$ cat src/design/brcd_pkg.sv
// ----------------------------------------------------------------------------
// brcd_pkg
// Shared types and constants for the bell ring cadence driver.
// ----------------------------------------------------------------------------
package brcd_pkg;

  localparam int unsigned OpWidth    = 2;
  localparam int unsigned CountWidth = 10;
  localparam int unsigned PhaseWidth = 16;
  localparam int unsigned TickWidth  = 8;
  localparam int unsigned AlertWidth = 18;
  localparam int unsigned CfgIdxW    = 3;
  localparam int unsigned CfgDataW   = 16;

  localparam logic [PhaseWidth-1:0] FirstOnRst   = 16'd400;
  localparam logic [PhaseWidth-1:0] ShortOffRst  = 16'd200;
  localparam logic [PhaseWidth-1:0] SecondOnRst  = 16'd400;
  localparam logic [PhaseWidth-1:0] LongOffRst   = 16'd1200;
  localparam logic [TickWidth-1:0]  TogglePerRst = 8'd15;
  localparam logic [TickWidth-1:0]  AlertUnitRst = 8'd50;
  localparam logic [TickWidth-1:0]  ToggleSat    = 8'hFF;

  typedef enum logic [OpWidth-1:0] {
    OpTick  = 2'd0,
    OpStart = 2'd1,
    OpStop  = 2'd2,
    OpAlert = 2'd3
  } op_e;

  typedef enum logic [CfgIdxW-1:0] {
    CfgFirstOn   = 3'd0,
    CfgShortOff  = 3'd1,
    CfgSecondOn  = 3'd2,
    CfgLongOff   = 3'd3,
    CfgTogglePer = 3'd4,
    CfgAlertUnit = 3'd5
  } cfg_idx_e;

  typedef enum logic [1:0] {
    PhFirstOn  = 2'd0,
    PhShortOff = 2'd1,
    PhSecondOn = 2'd2,
    PhLongOff  = 2'd3
  } phase_e;

  typedef enum logic [1:0] {
    DriveOff   = 2'b00,
    DriveLeft  = 2'b01,
    DriveRight = 2'b10
  } drive_e;

  typedef struct packed {
    logic drive_left;
    logic drive_right;
    logic ringing;
  } result_t;

endpackage

$ cat src/design/bell_ring_cadence_driver.sv
// ----------------------------------------------------------------------------
// bell_ring_cadence_driver
// Four-phase ring cadence generator for a bell H-bridge, one request per cycle while the result queue has room.
// ----------------------------------------------------------------------------
// Results: each accepted request's result is registered into the result queue.
// Throughput: one request per cycle while results drain; a two-entry result
//   queue takes one more request while a result waits, then stalls intake
//   until the cycle after a result leaves.
// Reset: rst_ni clears cadence state and the result queue at once and loads
//   the default cadence timing; no clearing pass.
module bell_ring_cadence_driver (
  input  logic                                clk_i,
  input  logic                                rst_ni,
  input  logic                                cfg_we_i,
  input  logic [brcd_pkg::CfgIdxW-1:0]        cfg_index_i,
  input  logic [brcd_pkg::CfgDataW-1:0]       cfg_data_i,
  input  logic                                in_valid_i,
  output logic                                in_stall_o,
  input  logic [brcd_pkg::OpWidth-1:0]        operation_i,
  input  logic [brcd_pkg::CountWidth-1:0]     alert_count_i,
  output logic                                out_valid_o,
  input  logic                                out_stall_i,
  output logic                                drive_left_o,
  output logic                                drive_right_o,
  output logic                                ringing_o
);
  import brcd_pkg::*;

  logic [PhaseWidth-1:0] first_on_q, short_off_q, second_on_q, long_off_q;
  logic [TickWidth-1:0]  toggle_per_q, alert_unit_q;

  logic                  ring_on_q, ring_on_d;
  logic                  alert_on_q, alert_on_d;
  logic [AlertWidth-1:0] alert_left_q, alert_left_d;
  phase_e                phase_q, phase_d;
  logic [PhaseWidth-1:0] elapsed_q, elapsed_d;
  logic [TickWidth-1:0]  toggle_q, toggle_d;
  logic                  hammer_q, hammer_d;
  logic [1:0]            drive_q, drive_d;

  result_t               queue_q [2];
  logic                  wr_ptr_q, rd_ptr_q;
  logic [1:0]            count_q;

  logic                  push, pop;
  logic [TickWidth-1:0]  toggle_inc;
  logic [PhaseWidth-1:0] phase_len;
  logic [PhaseWidth:0]   elapsed_inc;
  logic [CountWidth-1:0] count_eff;
  logic [AlertWidth-1:0] alert_prod;
  result_t               result;

  // configuration
  always_ff @(posedge clk_i or negedge rst_ni) begin
    if (!rst_ni) begin
      first_on_q   <= FirstOnRst;
      short_off_q  <= ShortOffRst;
      second_on_q  <= SecondOnRst;
      long_off_q   <= LongOffRst;
      toggle_per_q <= TogglePerRst;
      alert_unit_q <= AlertUnitRst;
    end else if (cfg_we_i) begin
      case (cfg_index_i)
        CfgFirstOn:   first_on_q   <= cfg_data_i;
        CfgShortOff:  short_off_q  <= cfg_data_i;
        CfgSecondOn:  second_on_q  <= cfg_data_i;
        CfgLongOff:   long_off_q   <= cfg_data_i;
        CfgTogglePer: toggle_per_q <= cfg_data_i[TickWidth-1:0];
        CfgAlertUnit: alert_unit_q <= cfg_data_i[TickWidth-1:0];
        default: ;
      endcase
    end
  end

  assign push       = in_valid_i && !in_stall_o;
  assign pop        = out_valid_o && !out_stall_i;
  assign in_stall_o = (count_q == 2'd2);

  assign toggle_inc  = (toggle_q != ToggleSat) ? toggle_q + 8'd1 : toggle_q;
  assign elapsed_inc = {1'b0, elapsed_q} + 17'd1;
  assign count_eff   = (alert_count_i == '0) ? 10'd1 : alert_count_i;
  assign alert_prod  = {8'b0, count_eff} * {10'b0, alert_unit_q};

  always_comb begin
    unique case (phase_q)
      PhFirstOn:  phase_len = first_on_q;
      PhShortOff: phase_len = short_off_q;
      PhSecondOn: phase_len = second_on_q;
      PhLongOff:  phase_len = long_off_q;
    endcase
  end

  always_comb begin
    ring_on_d    = ring_on_q;
    alert_on_d   = alert_on_q;
    alert_left_d = alert_left_q;
    phase_d      = phase_q;
    elapsed_d    = elapsed_q;
    toggle_d     = toggle_q;
    hammer_d     = hammer_q;
    drive_d      = drive_q;
    unique case (op_e'(operation_i))
      OpTick: begin
        toggle_d = toggle_inc;
        if (alert_on_q) begin
          if (alert_left_q == '0) alert_on_d = 1'b0;
          else alert_left_d = alert_left_q - 18'd1;
        end
        if (ring_on_q || alert_on_d) begin
          if (elapsed_inc >= {1'b0, phase_len}) begin
            phase_d   = phase_e'(phase_q + 2'd1);
            elapsed_d = '0;
          end else begin
            elapsed_d = elapsed_inc[PhaseWidth-1:0];
            if (!phase_q[0]) begin
              if (toggle_inc >= toggle_per_q) begin
                toggle_d = '0;
                drive_d  = hammer_q ? DriveRight : DriveLeft;
                hammer_d = !hammer_q;
              end
            end else begin
              drive_d = DriveOff;
            end
          end
        end else begin
          drive_d = DriveOff;
        end
      end
      OpStart: begin
        ring_on_d = 1'b1;
        phase_d   = PhFirstOn;
        elapsed_d = '0;
      end
      OpStop: begin
        ring_on_d = 1'b0;
        drive_d   = DriveOff;
      end
      OpAlert: begin
        if (!ring_on_q && !alert_on_q) begin
          phase_d   = PhFirstOn;
          elapsed_d = '0;
        end
        alert_left_d = alert_prod + 18'd1;
        alert_on_d   = 1'b1;
      end
    endcase
  end

  always_ff @(posedge clk_i or negedge rst_ni) begin
    if (!rst_ni) begin
      ring_on_q    <= 1'b0;
      alert_on_q   <= 1'b0;
      alert_left_q <= '0;
      phase_q      <= PhFirstOn;
      elapsed_q    <= '0;
      toggle_q     <= ToggleSat;
      hammer_q     <= 1'b0;
      drive_q      <= DriveOff;
    end else if (push) begin
      ring_on_q    <= ring_on_d;
      alert_on_q   <= alert_on_d;
      alert_left_q <= alert_left_d;
      phase_q      <= phase_d;
      elapsed_q    <= elapsed_d;
      toggle_q     <= toggle_d;
      hammer_q     <= hammer_d;
      drive_q      <= drive_d;
    end
  end

  assign result.drive_left  = drive_d[0];
  assign result.drive_right = drive_d[1];
  assign result.ringing     = ring_on_d;

  // result queue
  always_ff @(posedge clk_i) begin
    if (push) queue_q[wr_ptr_q] <= result;
  end

  always_ff @(posedge clk_i or negedge rst_ni) begin
    if (!rst_ni) begin
      wr_ptr_q <= 1'b0;
      rd_ptr_q <= 1'b0;
      count_q  <= 2'd0;
    end else begin
      if (push) wr_ptr_q <= !wr_ptr_q;
      if (pop)  rd_ptr_q <= !rd_ptr_q;
      if (push && !pop)      count_q <= count_q + 2'd1;
      else if (pop && !push) count_q <= count_q - 2'd1;
    end
  end

  assign out_valid_o   = (count_q != 2'd0);
  assign drive_left_o  = queue_q[rd_ptr_q].drive_left;
  assign drive_right_o = queue_q[rd_ptr_q].drive_right;
  assign ringing_o     = queue_q[rd_ptr_q].ringing;

endmodule

$ cat config.mk
export PLATFORM = sky130hd
export DESIGN_NAME = bell_ring_cadence_driver
export DESIGN_NICKNAME = d
export VERILOG_FILES = /design/src/design/brcd_pkg.sv /design/src/design/bell_ring_cadence_driver.sv
export SDC_FILE = /design/constraint.sdc
export NUM_CORES = 1
export LEC_CHECK = 0
export BUFFER_PORTS_ARGS = -buffer_cell sky130_fd_sc_hd__clkbuf_2
export CAP_MARGIN = 20
export CORE_MARGIN = 10
export CORE_UTILIZATION = 65
export CTS_BUF_LIST = sky130_fd_sc_hd__clkbuf_8
export DETAILED_ROUTE_END_ITERATION = 12
export GPL_TIMING_DRIVEN = 0
export PLACE_DENSITY = 0.88
export SETUP_SLACK_MARGIN = 0.3
export SYNTH_ARGS = -nofsm -noshare
export SYNTH_HDL_FRONTEND = slang
export SYNTH_SLANG_ARGS = --single-unit
$ cat constraint.sdc
create_clock -name clk_i -period 6.1 [get_ports clk_i]
set_clock_uncertainty 0.05 [all_clocks]
set_input_delay 1.22 -clock clk_i [delete_from_list [all_inputs] [get_ports clk_i]]
set_output_delay 1.22 -clock clk_i [all_outputs]
set_load 0.05 [all_outputs]
==> impl_metrics.tcl, run 1 <==
set metrics [dict create \
    n_fill_cell 1050 \
    synthTopCellsByCount "dfrtp_1 (105), o21ai_0 (85), inv_1 (80)" \
    leakage_uw 0.004968 \
    htreeDepth 4 \
    synth_top_family_by_area "adder cells" \
    numPortBuffers 39 \
    rsz0062_at_grt "no" \
    r2r_end "alert_left_q[17]$_DFFE_PN0P_" \
    hpwl_mm 16.57 \
    crit_top_cell "fa_1" \
    ir_worst_vdd_uv 296.0 \
    path_max_fanout 9 \
    antennaDiodeCount 0 \
    synth.mux.area_fraction_pct 9.274 \
    startpoint "alert_count_i[6]" \
    crit_type "in -> reg" \
    die_area_mm2 0.02086 \
    numCtsBuffers 17 \
    layout-drive-gt1-share_pct 18.76 \
    rrSetupSlack_ps 1090 \
    drv_cap 0 \
    vias 8002 \
    clock_sinks 139 \
    netlist-cell-type-count 65 \
    drtIter0Drc 786 \
    firstDrtPassIters 7 \
    yosys.cell_count.top_type "dfrtp_1" \
    synth_top_area_share_pct 26.11 \
    synth_nets 1165 \
    fmax_ghz 0.1797 \
    final_cells 1265 \
    crit-reg2reg-launch "alert_unit_q[5]$_DFFE_PN1P_" \
    num_rows 45 \
    total_power_uw 5068 \
    insertion_delay_ps 460 \
    synth_xor_area_share_pct 3.220 \
    antenna_found_initial 0 \
    fin_crit_ps 5566 \
    place_congestion 0.8658 \
    die_y_um 144.4 \
    syn_to_final_growth_pct 8.826 \
    antenna_left 0 \
    yosysTopAreaCell "dfrtp_1" \
    async_reset_ff_share_pct 95.68 \
    hold_path_depth 1 \
    ys.flop_type "dfrtp_1" \
    clockBufferDepth 2 \
    die_w_um 144.4 \
    coreArea_mm2 0.01520 \
    cp.required_ps 6440 \
    hold_viol 0 \
    cp-end-kind "flop" \
    ys_ff_latch 139 \
    reg2reg_depth 16 \
    io-pin-count 41 \
    grt_overflow 0 \
    clockRootBuffer "clkbuf_8" \
    crit_end "alert_left_q[17]$_DFFE_PN0P_" \
    finalMaxSlewViolations 0 \
    worst_ep_arrival_time_ps 5900 \
    initial_core_util_pct 66.21 \
    cts_tree "built" \
    final_core_util_pct 72.05 \
    start_kind "primary input" \
    drc 0 \
    wl_mm 23.49 \
    hp-class "reg -> reg" \
    path_cells "clkbuf_2, nor4_1, a31oi_2, nand2b_1, fa_1, fa_1, inv_1, fa_1, inv_1, fa_1, inv_1, ha_1, nor2_1, nor2_1, nand2_1, o21ai_1, a31oi_1, or3_1, nand4b_1" \
    place_inst 1232 \
    netlist_area_mm2 0.01006 \
    crit_slowest_cell "fa_1" \
    max_slew_margin_pct 26.88 \
    grt_max_degree 109 \
    synth-warning-count 0 \
    fin_nets 1225 \
    viasPerCell 6.326 \
    grt_pass1_wl_mm 39.52 \
    track_usage_pct 23.43 \
    setup_viol 0 \
    cts_hold_buf 0 \
    synth_edf_count 6 \
    critPathMaxStageDelay_ps 540 \
    synth_fa_ha_area_share_pct 19.12 \
    clkTransAtPathRegs_ps 90 \
    run_status "complete, no violations" \
    synth_compound_gate_area_share_pct 12.62 \
    avgSynthCellArea_um2 10.02 \
    yosys.area_share.simple_pct 15.85 \
    wl_per_cell_um 18.57 \
    synthTopCellsByArea "dfrtp_1 (26%), ha_1 (9.6%), fa_1 (9.5%)" \
    ys_seq_area_share_pct 35.21 \
    worst_pin_slew_ps 1094 \
    finalCritPeriodShare_pct 91.24 \
    power_density_mw_per_mm2 462.7 \
    grt_pass1_vias 8104 \
    synth_cells 1004 \
]
-- cells by family (layout without fill, tap and decap cells) --
group	Yosys count	count (layout)
adder cells (fa/ha/maj)	125	125
AO/OA/AOI/OAI	196	196
buffers and inverters	119	192
XOR/XNOR	37	37
AND/OR/NAND/NOR	305	305
multiplexers	83	83
flip-flops	139	139
-- critical path, delay by kind of cell --
| kind | cells | cell delay [ps] |
|---|---|---|
| buffers and inverters | 4 | 310 |
| AND/OR/NAND/NOR | 7 | 1320 |
| AO/OA/AOI/OAI | 3 | 580 |
| adder cells (fa/ha/maj) | 5 | 2450 |
-- how the worst min path moves through the flow --
stage	startpoint	endpoint	slack, ps
after global routing	alert_unit_q[3]$_DFFE_PN0P_	alert_unit_q[3]$_DFFE_PN0P_	470
final	count_q[1]$_DFFE_PN0P_	count_q[1]$_DFFE_PN0P_	440
after CTS	count_q[1]$_DFFE_PN0P_	count_q[1]$_DFFE_PN0P_	440
after detailed placement	alert_left_q[16]$_DFFE_PN0P_	alert_left_q[16]$_DFFE_PN0P_	430
after floorplan	alert_left_q[16]$_DFFE_PN0P_	alert_left_q[16]$_DFFE_PN0P_	400
after global placement	alert_left_q[16]$_DFFE_PN0P_	alert_left_q[16]$_DFFE_PN0P_	420
-- stage by stage --
stage | worst slack, ps | area [µm²] | hold slack (ps) | TNS, ps
2_1_floorplan | 442.4 | 10060 | 404.9 | 0
4_1_cts | 318.2 | 10950 | 441.1 | 0
6_report | 534.3 | 10950 | 436.8 | 0
3_3_place_gp | -189.8 | 10500 | 420.5 | -314.5
5_1_grt | 337.4 | 10950 | 467.6 | 0
3_5_place_dp | -204.7 | 10540 | 429.5 | -519.4
-- routing by layer --
metal,vias up,track usage (%),routed length (µm)
met2,374,38.10,11460
met5,-,0,0
li1,3646,-,-
met3,72,4.657,1552
met1,3910,30.08,9807
met4,0,9.362,669
-- cells in the final DEF, fill, tap and decap left out, drive strengths merged, types with 5 or more instances in the layout --
| master | synthesis | final |
|---|---|---|
| nor2 | 51 | 51 |
| nand2b | 6 | 6 |
| nand3 | 29 | 29 |
| nand2 | 71 | 71 |
| edfxtp | 6 | 6 |
| clkbuf | 29 | 85 |
| or2 | 5 | 5 |
| nor2b | 11 | 11 |
| nor4 | 10 | 10 |
| and2 | 73 | 73 |
| ha | 77 | 77 |
| buf | 10 | 12 |
| fa | 48 | 48 |
| mux2 | 79 | 79 |
| a21oi | 31 | 31 |
| xnor2 | 26 | 26 |
| a21o | 10 | 10 |
| dfstp | 28 | 28 |
| nor3 | 22 | 22 |
| xor2 | 11 | 11 |
| inv | 80 | 91 |
| or4 | 5 | 5 |
| or3 | 5 | 5 |
| a22o | 6 | 6 |
| o21ai | 87 | 87 |
| dfrtp | 105 | 105 |
| a31oi | 8 | 8 |
| a222oi | 16 | 16 |
-- registers in the layout, summed over array words and instances, names as in the netlist, 8 cells and up --
| name | count |
|---|---|
| first_on_q | 16 |
| alert_left_q | 18 |
| short_off_q | 16 |
| toggle_q | 8 |
| long_off_q | 16 |
| alert_unit_q | 8 |
| elapsed_q | 16 |
| second_on_q | 16 |
| toggle_per_q | 8 |
-- power breakdown --
part | leakage [µW] | internal, µW | switching (µW)
clock network | 0.000205 | 347 | 429
registers | 0.00165 | 1190 | 191
logic | 0.00311 | 1190 | 1720
total | 0.00497 | 2730 | 2340
-- final cells by class --
type	count	area (µm²)	share of cell area, %
Timing Repair Buffer	41	239.0	2.182
Buffer	39	173.9	1.588
Clock inverter	15	168.9	1.542
Sequential cell	139	3543	32.35
Multi-Input combinational cell	746	6058	55.31
Clock buffer	17	234.0	2.136
Inverter	80	300.3	2.742
Tap cell	188	235.2	2.148
-- repair_timing --
item	CTS	global route
endpoints found under the setup margin	1	6
gates resized for setup	1	1
buffers inserted	0	1
pin swaps	0	1
Note: power is estimated with default switching activity, not from simulation.
==> run 2, diff against run 1 <==
--- a/config.mk
+++ b/config.mk
@@ -12,5 +12,4 @@
 export CTS_BUF_LIST = sky130_fd_sc_hd__clkbuf_8
 export DETAILED_ROUTE_END_ITERATION = 12
-export GPL_TIMING_DRIVEN = 0
 export PLACE_DENSITY = 0.88
 export SETUP_SLACK_MARGIN = 0.3
==> constraint.sdc (replaced) <==
create_clock -name clk_i -period 6.1 [get_ports clk_i]
set_clock_uncertainty 0.05 [all_clocks]
set_input_delay 0.915 -clock clk_i [delete_from_list [all_inputs] [get_ports clk_i]]
set_output_delay 0.915 -clock clk_i [all_outputs]
set_load 0.05 [all_outputs]
==> run 2 against run 1 <==
Compared with the run above: sequential share of layout area up 0.39 points; final area down 1.2%; wire length fell by 5.7%; first-iteration DRC count decreased by 8.7%; critical path depth unchanged; critical endpoint unchanged; global-route usage shrank 1.2 points; via count is 4.6% lower; clock power down 6.1%; power down 2.2%; worst setup slack improved by 110 ps; register-to-register slack improved by 150 ps.
==> impl_metrics.tcl, run 2 (same netlist as run 1, synthesis figures left out) <==
set metrics [dict create \
    critical-path-top-delay-family "adder cells" \
    firstDrtPassIters 7 \
    die_area_mm2 0.02086 \
    worst_ep_arrival_time_ps 5800 \
    wl_per_cell_um 17.95 \
    clockRootBuffer "clkbuf_8" \
    finalCritPeriodShare_pct 89.45 \
    numCtsBuffers 17 \
    power_density_mw_per_mm2 457.7 \
    start_kind "primary input" \
    num_rows 45 \
    coreArea_mm2 0.01520 \
    reg2reg_depth 15 \
    worst_pin_slew_ps 982.0 \
    antenna_left 0 \
    crit_slowest_cell "fa_1" \
    cts_tree "built" \
    finalMaxSlewViolations 0 \
    cp-end-kind "flop" \
    antenna_found_initial 0 \
    path_depth 19 \
    run_status "complete, no violations" \
    top_register "alert_left_q" \
    htreeDepth 4 \
    cts_setup_buffers 0 \
    cts_hold_buf 0 \
    ir_worst_vdd_uv 355.2 \
    regArea_mm2 0.003543 \
    place_ws_ps 307.8 \
    viasPerCell 6.185 \
    hp-class "reg -> reg" \
    antennaDiodeCount 0 \
    hpwl_mm 15.91 \
    largest_register_ffs 18 \
    syn_to_final_growth_pct 7.534 \
    die_w_um 144.4 \
    hold_viol 0 \
    clockBufferDepth 2 \
    ctsResizeCount 0 \
    clkTransAtPathRegs_ps 90 \
    leakage_uw 0.004940 \
    fin_crit_ps 5456 \
    setup_viol 0 \
    initial_core_util_pct 66.21 \
    insertion_delay_ps 470 \
    layout_common_cells "dfrtp_1 (105), o21ai_0 (85), inv_1 (80), mux2_2 (78), ha_1 (77)" \
    hold_path_depth 1 \
    vias 7632 \
    numPortBuffers 40 \
    rsz0062_at_grt "no" \
    clock_sinks 139 \
    io-pin-count 41 \
    track_usage_pct 22.25 \
    max_slew_margin_pct 34.19 \
    fin_area_mm2 0.01082 \
    placed_area_mm2 0.01043 \
    multi_input_area_mm2 0.006086 \
    fin_nets 1194 \
    crit_buf_inv 4 \
    fmax_ghz 0.1833 \
    fin_ws_ps 643.7 \
    drtIter0Drc 718 \
    crit_top_cell "fa_1" \
    wl_mm 22.15 \
    grt_pass1_vias 7681 \
    grt_pass1_wl_mm 37.46 \
    cp.required_ps 6440 \
    crit_type "in -> reg" \
    grt_overflow 0 \
    tns_ps 0 \
    place_congestion 0.9033 \
    n_fill_cell 1056 \
    critPathMaxStageDelay_ps 540 \
    drc 0 \
    path_max_fanout 9 \
    final_common_cell "dfrtp_1" \
    grt_max_degree 70 \
    path_cells "clkbuf_2, nor4_1, a31oi_1, nand2b_1, fa_1, fa_1, inv_1, fa_1, inv_1, fa_1, inv_1, ha_1, nor2_1, nor2_1, nand2_1, o21ai_0, a31oi_1, or3_1, nand4b_1" \
    die_y_um 144.4 \
    drv_cap 0 \
    layout-drive-gt1-share_pct 19.50 \
]
==> run 2: cell count changes in the layout (fill, tap and decap cells not counted), sizes merged <==
cell / change
clkinvlp: +1
inv: -1
buf: -2
clkinv: +1
bufinv: -1
clkbuf: -29
==> run 2: power by group <==
group          internal [µW]  leakage, µW  switching (µW)
combinational           1180      0.00310            1630
clock                    303     0.000189             426
sequential              1190      0.00165             226
total                   2670      0.00494            2280
==> run 2: final timing paths <==
path                       slack (ps)                   startpoint                           end
setup / recovery                  640             alert_count_i[6]  alert_left_q[17]$_DFFE_PN0P_
hold / removal                    440       count_q[1]$_DFFE_PN0P_        count_q[1]$_DFFE_PN0P_
setup reg to reg                 1240  alert_unit_q[5]$_DFFE_PN1P_  alert_left_q[17]$_DFFE_PN0P_
hold reg to reg                   440       count_q[1]$_DFFE_PN0P_        count_q[1]$_DFFE_PN0P_
max in group asynchronous        4180                       rst_ni     elapsed_q[11]$_DFFE_PN0P_
min in group asynchronous         500                       rst_ni        count_q[0]$_DFFE_PN0P_
==> run 2: layer usage <==
layer | vias up | share of wire, % | GRT usage [%]
met3 | 58 | 5.8 | 4.788
met1 | 3724 | 43 | 28.70
li1 | 3582 | - | -
met5 | - | 0 | 0
met4 | 0 | 2.9 | 8.457
met2 | 268 | 49 | 35.90
==> run 2: layout make-up <==
| cell class | count | area share (%) |
|---|---|---|
| clock buffers | 17 | 2.162 |
| clock inverters | 15 | 1.353 |
| inverters | 80 | 2.775 |
| multi-input cells | 746 | 56.23 |
| flip-flops and latches | 139 | 32.74 |
| well taps | 188 | 2.173 |
| repair buffers | 49 | 2.566 |
==> run 2: stage by stage <==
step | utilization, % | power (µW) | cells | hold WS (ps)
after CTS | 71.09 | 4923 | 1233 | 445.9
final | 71.19 | 4954 | 1234 | 441.5
after global placement | 68.59 | 4035 | 1201 | 425.5
after floorplan | - | 3517 | 1004 | 404.9
after detailed placement | 68.59 | 4162 | 1201 | 431.4
after global routing | 71.19 | 5402 | 1234 | 469.6
